--- src/design/tftpc_pkg.sv ---
package tftpc_pkg;

	// Field widths
	localparam int unsigned PORT_W  = 16;
	localparam int unsigned OP_W    = 16;
	localparam int unsigned BLK_W   = 16;
	localparam int unsigned LEN_W   = 10;
	localparam int unsigned ERRC_W  = 16;
	localparam int unsigned RETRY_W = 16;
	localparam int unsigned PERR_W  = 3;
	localparam int unsigned CFG_IDX_W  = 2;
	localparam int unsigned CFG_DATA_W = 16;

	// Full data segment size in bytes
	localparam logic [LEN_W-1:0] SEGMENT_BYTES = LEN_W'(512);

	// TFTP opcodes
	localparam logic [OP_W-1:0] OP_DATA  = OP_W'(3);
	localparam logic [OP_W-1:0] OP_ACK   = OP_W'(4);
	localparam logic [OP_W-1:0] OP_ERROR = OP_W'(5);

	// Configuration register indexes
	localparam logic [CFG_IDX_W-1:0] CFG_DIRECTION   = 2'd0;
	localparam logic [CFG_IDX_W-1:0] CFG_RETRY_LIMIT = 2'd1;
	localparam logic [CFG_IDX_W-1:0] CFG_SERVER_PORT = 2'd2;

	// Reset values of configuration registers
	localparam logic [RETRY_W-1:0] RETRY_LIMIT_RST = RETRY_W'(5);
	localparam logic [PORT_W-1:0]  SERVER_PORT_RST = PORT_W'(69);

	typedef enum logic [1:0] {
		CMD_START   = 2'd0,
		CMD_PACKET  = 2'd1,
		CMD_TIMEOUT = 2'd2,
		CMD_ADVANCE = 2'd3
	} cmd_t;

	typedef enum logic [2:0] {
		ACT_RESEND  = 3'd0,
		ACT_ACCEPT  = 3'd1,
		ACT_PEERERR = 3'd2,
		ACT_SYNC    = 3'd3,
		ACT_TIMEOUT = 3'd4,
		ACT_DONE    = 3'd5
	} act_t;

	// One event item
	typedef struct packed {
		cmd_t               cmd;
		logic [PORT_W-1:0]  src_port;
		logic [OP_W-1:0]    opcode;
		logic [BLK_W-1:0]   block_num;
		logic [LEN_W-1:0]   payload_len;
		logic [ERRC_W-1:0]  err_code;
	} evt_item_t;

	// Input stage to core
	typedef struct packed {
		logic      valid;
		evt_item_t item;
	} stage_t;

	// Configuration as seen by the core
	typedef struct packed {
		logic               direction;
		logic [RETRY_W-1:0] retry_limit;
		logic [PORT_W-1:0]  server_port;
	} cfg_t;

endpackage

--- src/design/tftpc_res_if.sv ---
interface tftpc_res_if
	import tftpc_pkg::*;
();
	logic                 valid;
	logic                 ready;
	logic [2:0]           action;
	logic [LEN_W-1:0]     data_len;
	logic                 at_eof;
	logic [PERR_W-1:0]    peer_error;
	logic [BLK_W-1:0]     cur_block;
	logic [PORT_W-1:0]    peer_port;

	modport source (
		output valid, action, data_len, at_eof, peer_error, cur_block, peer_port,
		input  ready
	);
	modport sink (
		input  valid, action, data_len, at_eof, peer_error, cur_block, peer_port,
		output ready
	);
endinterface

--- src/design/tftpc_core.sv ---
module tftpc_core
	import tftpc_pkg::*;
(
	input  logic               clk,
	input  logic               arst_n,
	input  cfg_t               cfg,
	input  stage_t             stage,
	output logic               fire,
	tftpc_res_if.source        res
);

	// Transfer state
	logic [BLK_W-1:0]   exp_blk_q;
	logic [PORT_W-1:0]  lock_port_q;
	logic [RETRY_W-1:0] retry_q;
	logic               eof_q;

	// Result register
	logic               res_valid_q;
	act_t               act_q;
	logic [LEN_W-1:0]   dlen_q;
	logic [PERR_W-1:0]  perr_q;

	// Next values
	logic [BLK_W-1:0]   exp_blk_n;
	logic [PORT_W-1:0]  lock_port_n;
	logic [RETRY_W-1:0] retry_n;
	logic               eof_n;
	act_t               act_n;
	logic [LEN_W-1:0]   dlen_n;
	logic [PERR_W-1:0]  perr_n;

	logic               learn;
	logic [OP_W-1:0]    want_op;
	logic [BLK_W-1:0]   prev_blk;
	logic [RETRY_W-1:0] retry_inc;
	evt_item_t          it;

	assign it   = stage.item;
	assign fire = stage.valid && (!res_valid_q || res.ready);

	assign learn     = cfg.direction ? (exp_blk_q == '0) : (exp_blk_q <= BLK_W'(1));
	assign want_op   = cfg.direction ? OP_ACK : OP_DATA;
	assign prev_blk  = exp_blk_q - BLK_W'(1);
	assign retry_inc = (retry_q == '1) ? retry_q : retry_q + RETRY_W'(1);

	// Per-event decision
	always_comb begin
		exp_blk_n   = exp_blk_q;
		lock_port_n = lock_port_q;
		retry_n     = retry_q;
		eof_n       = eof_q;
		act_n       = ACT_RESEND;
		dlen_n      = '0;
		perr_n      = '0;
		case (it.cmd)
			CMD_START: begin
				exp_blk_n   = cfg.direction ? BLK_W'(0) : BLK_W'(1);
				lock_port_n = cfg.server_port;
				retry_n     = '0;
				eof_n       = 1'b0;
			end
			CMD_PACKET: begin
				if (learn) begin
					lock_port_n = it.src_port;
				end
				if (!learn && (it.src_port != lock_port_q)) begin
					act_n = ACT_RESEND;
				end else if (it.opcode == OP_ERROR) begin
					act_n  = ACT_PEERERR;
					perr_n = it.err_code[PERR_W-1:0];
				end else if (it.opcode != want_op) begin
					act_n = ACT_RESEND;
				end else if (it.block_num == exp_blk_q) begin
					act_n   = ACT_ACCEPT;
					retry_n = '0;
					if (!cfg.direction) begin
						dlen_n = (it.payload_len > SEGMENT_BYTES) ? SEGMENT_BYTES
							: it.payload_len;
						if (it.payload_len < SEGMENT_BYTES) begin
							eof_n = 1'b1;
						end
					end
				end else if (it.block_num == prev_blk) begin
					act_n = ACT_RESEND;
				end else begin
					act_n = ACT_SYNC;
				end
			end
			CMD_TIMEOUT: begin
				retry_n = retry_inc;
				act_n   = (retry_inc > cfg.retry_limit) ? ACT_TIMEOUT : ACT_RESEND;
			end
			CMD_ADVANCE: begin
				exp_blk_n = exp_blk_q + BLK_W'(1);
				retry_n   = '0;
				act_n     = (!cfg.direction && eof_q) ? ACT_DONE : ACT_RESEND;
			end
			default: begin
				act_n = ACT_RESEND;
			end
		endcase
	end

	// State update, one event per fire
	always_ff @(posedge clk or negedge arst_n) begin
		if (!arst_n) begin
			exp_blk_q   <= '0;
			lock_port_q <= '0;
			retry_q     <= '0;
			eof_q       <= 1'b0;
		end else if (fire) begin
			exp_blk_q   <= exp_blk_n;
			lock_port_q <= lock_port_n;
			retry_q     <= retry_n;
			eof_q       <= eof_n;
		end
	end

	// Result valid
	always_ff @(posedge clk or negedge arst_n) begin
		if (!arst_n) begin
			res_valid_q <= 1'b0;
		end else if (fire) begin
			res_valid_q <= 1'b1;
		end else if (res.ready) begin
			res_valid_q <= 1'b0;
		end
	end

	// Result payload
	always_ff @(posedge clk) begin
		if (fire) begin
			act_q  <= act_n;
			dlen_q <= dlen_n;
			perr_q <= perr_n;
		end
	end

	// Block, port and eof reported after the step are the state registers
	assign res.valid      = res_valid_q;
	assign res.action     = act_q;
	assign res.data_len   = dlen_q;
	assign res.at_eof     = eof_q;
	assign res.peer_error = perr_q;
	assign res.cur_block  = exp_blk_q;
	assign res.peer_port  = lock_port_q;

endmodule

--- src/flat_wrapper.sv ---
// flat-port wrapper written by rule: the top's interface ports become plain ports
module tftpc_core_flat import tftpc_pkg::*;
  (clk, arst_n, cfg, stage, fire, res_valid, res_action, res_data_len, res_at_eof, res_peer_error, res_cur_block, res_peer_port, res_ready);
  tftpc_res_if res_i ();
  input  logic clk;
  input  logic arst_n;
  input  cfg_t cfg;
  input  stage_t stage;
  output logic fire;
  output wire logic [$bits(res_i.valid)-1:0] res_valid;
  output wire logic [$bits(res_i.action)-1:0] res_action;
  output wire logic [$bits(res_i.data_len)-1:0] res_data_len;
  output wire logic [$bits(res_i.at_eof)-1:0] res_at_eof;
  output wire logic [$bits(res_i.peer_error)-1:0] res_peer_error;
  output wire logic [$bits(res_i.cur_block)-1:0] res_cur_block;
  output wire logic [$bits(res_i.peer_port)-1:0] res_peer_port;
  input wire logic [$bits(res_i.ready)-1:0] res_ready;
  assign res_valid = res_i.valid;
  assign res_action = res_i.action;
  assign res_data_len = res_i.data_len;
  assign res_at_eof = res_i.at_eof;
  assign res_peer_error = res_i.peer_error;
  assign res_cur_block = res_i.cur_block;
  assign res_peer_port = res_i.peer_port;
  assign res_i.ready = res_ready;
  tftpc_core u_core (.clk(clk), .arst_n(arst_n), .cfg(cfg), .stage(stage), .fire(fire), .res(res_i));
endmodule
--- config.mk ---
export PLATFORM = sky130hd
export DESIGN_NAME = tftpc_core_flat
export DESIGN_NICKNAME = d
export VERILOG_FILES = /design/src/design/tftpc_pkg.sv /design/src/design/tftpc_res_if.sv /design/src/design/tftpc_core.sv /design/src/flat_wrapper.sv
export SDC_FILE = /design/constraint.sdc
export NUM_CORES = 1
export LEC_CHECK = 0
export BUFFER_PORTS_ARGS = -buffer_cell sky130_fd_sc_hd__clkbuf_2
export CAP_MARGIN = 20
export CORE_MARGIN = 3
export CORE_UTILIZATION = 47
export CTS_BUF_LIST = sky130_fd_sc_hd__clkbuf_2
export DETAILED_ROUTE_END_ITERATION = 8
export PLACE_DENSITY = 0.83
export SYNTH_ARGS = -nofsm -noshare
export SYNTH_HDL_FRONTEND = slang
export SYNTH_SLANG_ARGS = --single-unit
--- constraint.sdc ---
create_clock -name clk -period 3 [get_ports clk]
set_input_delay 0.9 -clock clk [delete_from_list [all_inputs] [get_ports clk]]
set_output_delay 0.9 -clock clk [all_outputs]
set_load 0.005 [all_outputs]
=== Yosys cells after proc, flatten, opt, wreduce, memory -nomap -nowiden ===
Cells that the tools add are included.

* Register bits: 66
* Output and inout port bits: 51

* Add/sub/neg operators: 3
* Magnitude comparators: 4
* Equal/unequal tests: 16
* Mux-type cells: 30
* Bitwise gates (word level): 3
* Reductions and logical operators: 20

{| class="wikitable"
|+ Operator list
! operator !! count
|-
| two-way mux 16 bit || 6
|-
| one-hot mux 16 bit (2 select lines) || 2
|-
| one-hot mux 16 bit (3 select lines) || 1
|-
| adder 16 x 1 -> 16 bit (second input constant) || 2
|-
| == test 16 bit || 2
|-
| != test 16 bit || 2
|-
| two-way mux 3 bit || 7
|-
| == test 16 bit (second input constant) || 1
|-
| == test 16 x 3 -> 1 bit (second input constant) || 1
|-
| > comparator 16 bit || 1
|-
| <= comparator 16 x 1 -> 1 bit (second input constant) || 1
|-
| logical NOT 16 bit || 1
|-
| subtractor 16 x 1 -> 16 bit (second input constant) || 1
|-
| > comparator 10 bit (second input constant) || 1
|-
| < comparator 10 bit (second input constant) || 1
|-
| two-way mux 1 bit || 10
|-
| two-way mux 10 bit || 1
|-
| one-hot mux 3 bit (3 select lines) || 1
|-
| != test 2 bit (second input constant) || 4
|-
| AND reduction 8 bit || 1
|-
| OR reduction 7 bit || 1
|-
| != test 2 x 1 -> 1 bit (second input constant) || 3
|-
| nonzero test 2 bit || 3
|-
| OR reduction 6 bit || 1
|-
| 14 further kinds || 21
|}

=== Logic depth before layout (Yosys ltp) ===
* Word-level depth: 8
* Depth in mapped cells: 16
* Mapped depth without buffers: 14

=== Worst setup path before layout ===
Ideal clock, no wire load.

* Path type: register -> register
* Start: register u_core.retry_q[0]
* End: register u_core.act_q[2] (netlist: u_core.res.action[2]) (data pin)
* Library setup time: 271 ps
* Data arrival time: 2763 ps
* Required time: 2729 ps
* Setup slack: -34 ps
* Stages on the path, launching flop included: 16
* Path buffers: 2
* Path through: dfrtp_1 > ha_1 > and3_1 > clkbuf_1 > nand3_1 > or2_2 > clkbuf_1 > nand4_1 > xnor2_1 > ha_1 > a21o_1 > a21o_1 > a21oi_1 > nor2_1 > a211oi_1 > a221oi_1

* Cells in the longest elaborated chain, start to end: 5
* Elaborated cells on any way between the ends: 6
* Those cells by class: add/sub (1); order compare (1); eq/ne (1); mux (3)

{| class="wikitable"
|+ Ends and longest elaborated chain
! element !! RTL line !! RTL
|-
| start, declared || tftpc_core.sv:15 || <nowiki>logic [RETRY_W-1:0] retry_q;</nowiki>
|-
| start signal, assigned || tftpc_core.sv:115 || <nowiki>retry_q <= retry_n;</nowiki>
|-
| adder 16 x 1 -> 16 bit or == test 16 bit (tied branches) || tftpc_core.sv:45 || <nowiki>assign retry_inc = (retry_q == '1) ? retry_q : retry_q + RETRY_W'(1);</nowiki>
|-
| two-way mux 16 bit (*) || tftpc_core.sv:45 ||
|-
| > comparator 16 bit (*) || tftpc_core.sv:92 || <nowiki>act_n = (retry_inc > cfg.retry_limit) ? ACT_TIMEOUT : ACT_RESEND;</nowiki>
|-
| two-way mux 3 bit (*) || tftpc_core.sv:92 ||
|-
| one-hot mux 3 bit (3 select lines) (*) || tftpc_core.sv:56 || <nowiki>case (it.cmd)</nowiki>
|-
| named net u_core.act_n[2] || tftpc_core.sv:29 || <nowiki>act_t act_n;</nowiki>
|-
| end signal, assigned || tftpc_core.sv:134 || <nowiki>act_q <= act_n;</nowiki>
|-
| end, declared || tftpc_core.sv:20 || <nowiki>act_t act_q;</nowiki>
|}

Mark *: on every way through the listed nets, which the timed path passes. The rest lies on a longest branch.
A chain may end at the register's enable or synchronous reset.

=== Worst setup path in the final report ===
* Start: register u_core.retry_q[9]
* End: register u_core.act_q[2] (netlist: u_core.res.action[2]) (data pin)

Same word-level chain as after synthesis.

==> metrics.md <==
| Metric | Value |
|---|---|
| Synth-to-Final Area Change | `26.2%` |
| H-tree Lvls | `3` |
| Ports | `164` |
| PD cells | `440 nW/um^2` |
| CP Launch Type | `flop` |
| Asr flop ratio synth | `0.758` |
| Slew Limit Headroom | `0.462` |
| Initial core utilization | `0.497` |
| Crit path capture type | `flop` |
| Max clock buf depth | `2` |
| Synthesized area | `about 4700 sq um` |
| Nets | `approximately 840` |
| Vias in the first global route | `4623` |
| Vias/cell | `5.54` |
| Mux cell area share after synthesis | `0.0424` |
| Largest family of logic cells by synthesized area | `simple AND/OR/NAND/NOR gates` |
| Worst path cell trace | `nand3_1, or3_4, nor2_4, buf_4, nor3_2, xnor2_1, ha_1, a21o_1, a21o_1, a21o_1, a21oi_1, nor2_1, a211oi_2, a221oi_1` |
| R2R depth | `14` |
| Post-synthesis cell type count | `52` |
| Tot GR Track Use | `0.235` |
| Final instance area | `5960 sq um` |
| Routability congestion estimate | `0.924` |
| Post-Synth XOR/XNOR Area | `0.113` |
| Critical path data arrival time | `3.14 ns` |
| Critical path class | `flop to flop` |
| Synth Area in Simple Gates | `0.255` |
| Tcrit/Tclk final | `0.964` |
| # diodes | `0` |
| Chip height | `roughly 110 um` |
| Total power | `2.62 mW` |
| Max Slew Vio Count | `0` |
| Share of layout cells above drive strength 1 | `0.305` |
| Fin. Hold Viols | `0` |
| Final ANT Viol Nets | `0` |
| Seq cells post-synth | `66` |
| Max IR drop VDD | `0.281 mV` |
| Cell Count Post-Placement | `815` |
| First-pass GRT wire length | `21500 um` |
| Routed via count | `around 4600` |
| Maxcap violations | `0` |
| Setup tns final | `0 ns` |
| # rows | `35` |
| CTS tree | `yes` |
| Root buf cell | `clkbuf_2` |
| Synthesized-area fraction occupied by adder cells | `0.0663` |
| Initial antenna violation count | `0` |
| Top_reg_cell synth | `dfrtp_1` |
| Clk slew on worst S/H paths | `0.19 ns` |
| Initial DRC Count | `236` |
| Die Span X | `106 um` |
| Synth warn | `0` |
| Num Clock Sinks | `66` |
| Pre-CTS setup slack | `0.00262 ns` |
| Worst endpoint required time | `approximately 3.3 ns` |
| Global route overflow | `0` |
| Tightest hold margin | `0.473 ns` |
| Syn avg cell area | `8.77 sq um` |
| Fin util | `0.627` |
| IO buf count | `150` |
| Clk_skew | `roughly 0.023 ns` |
| EDFF count, synth | `16` |
| Residual DRC count | `0` |
| First-pass iteration count of the detailed router | `4` |
| Post-Syn Nets | `676` |
| Dpl cell area | `5700 sq um` |
| Leading area contributor after synthesis | `dfrtp_1` |
| Fmax achieved | `0.346 GHz` |
| Clk Latency, worst-skew pair | `between 0.4 and 0.5 ns` |
| Mapped Cells | `538` |
| Slowest-stage cell, CP | `dfrtp_1` |
| Post-synthesis compound-gate area fraction | `0.0992` |
| Final worst slack | `0.107 ns` |
| Drt total wl | `13400 um` |
| Leakage | `2.92 nW` |
| Pin count of the biggest net entering global routing | `33` |
| Status | `finished clean` |
| Core ar. | `9500 sq um` |
| Endpoints failing setup | `0` |
| Die area | `approximately 11000 sq um` |
| Final Critical Period | `2.89 ns` |
| Slew at the pin with the worst max-slew slack | `around 0.81 ns` |
| Seq/Total Area, Yosys | `0.367` |
| WL/cell | `16.1 um` |
| Slowest stage delay, CP | `0.44 ns` |
| Crit-path most repeated cell | `a21o_1` |
| Hold Path Class | `primary input to async pin` |
| Num CTS Buffers | `9` |
| R2R setup slack | `~0.11 ns` |
| Main area contributors after synthesis | `dfrtp_1 (27%), edfxtp_1 (10%), xor2_1 (6.9%)` |
| Area share of the largest cell type after synthesis | `0.265` |
| Final Non-Filler Cells | `833` |
| DP Wirelength | `10700 um` |
| Worst-path maximum fanout | `5` |
## metal layers
metal | track usage | up-vias | routed length (um)
li1 | - | 2208 | -
met1 | 0.286 | 2187 | 5320
met2 | 0.411 | 187 | 6860
met3 | 0.0437 | 35 | 820
met4 | 0.0925 | 0 | 373
met5 | 0 | - | 0
## cells in the final DEF, fill, tap and decap left out, drive strengths merged, types with 9 or more instances in the layout
cell and count:
inv 40, nand2 30, edfxtp 16, mux2i 20, dfrtp 50, xor2 37, buf 26, o21ai 27
clkbuf 160, nor2 55, and2 9, and3 9, xnor2 24, nor3 19, nand4 18, nor4 15
ha 25, a21oi 25, nand3 37
## sequential cells by signal, indices dropped and copies added (netlist names)
name                   flops
u_core.res.cur_block      16
u_core.res.peer_port      16
u_core.retry_q            16
u_core.res.data_len       10
u_core.res.action          3
u_core.res.peer_error      3
u_core.res.at_eof          1
u_core.res.valid           1
## final timing paths
check,start,end
min,arst_n,u_core.res.cur_block[10]$_DFFE_PN0P_
max in group asynchronous,arst_n,u_core.retry_q[1]$_DFFE_PN0P_
min reg2reg,u_core.res.valid$_DFFE_PN0P_,u_core.res.valid$_DFFE_PN0P_
max,u_core.retry_q[9]$_DFFE_PN0P_,u_core.res.action[2]$_DFFE_PP_
max reg2reg,u_core.retry_q[9]$_DFFE_PN0P_,u_core.res.action[2]$_DFFE_PP_
min in group clk,u_core.res.valid$_DFFE_PN0P_,u_core.res.valid$_DFFE_PN0P_
## report_power, final
| part | switching [mW] | internal, mW | total (mW) |
|---|---|---|---|
| Combinational | 0.385 | 0.344 | 0.729 |
| Clock | 0.331 | 0.443 | 0.774 |
| Sequential | 0.0982 | 1.02 | 1.11 |
| Total | 0.814 | 1.80 | 2.62 |
## worst max-delay path: cells and delay by family, from the launching register on
kind	cells	cell delay [ns]
adders and majority gates	1	0.20
buffers and inverters	1	0.15
AOI/OAI and AO/OA	6	0.93
DFF	1	0.44
and+or+nand+nor	5	0.77
xor gates and xnor gates	1	0.17
## Yosys cell counts, drive strengths merged, types with 16 or more instances
cell type  count
nor2          55
dfrtp         50
inv           40
nand3         37
xor2          37
nand2         30
o21ai         27
a21oi         25
ha            25
xnor2         24
mux2i         20
nor3          19
nand4         18
edfxtp        16
## layout make-up
cell class / instances / area, sq um
well taps: 129 / 161
flip-flops and latches: 66 / 1730
multi-input cells: 406 / 2780
clock buffers: 10 / 50.0
clock inverters: 6 / 129
repair buffers: 176 / 953
inverters: 40 / 150
fillers: 807 / 3550
## logic make-up (layout without fill, tap and decap cells)
family                   count (synthesis)  count (layout)
AND/OR/NAND/NOR                        223             223
buffers and inverters                   66             232
AO/OA/AOI/OAI                           77              77
adder cells (fa/ha/maj)                 25              25
flip-flops                              66              66
XOR/XNOR                                61              61
multiplexers                            20              20
## repair_timing
| item | in CTS | in global routing |
|---|---|---|
| hold buffers | 0 | 0 |
| endpoints found under the setup margin | 1 | 1 |
| setup buffers | 0 | 1 |
| pin swaps | 0 | 1 |
| gates resized for setup | 3 | 10 |
| endpoints found under the hold margin | 0 | 0 |
Note: power is estimated with default switching activity, not from simulation.
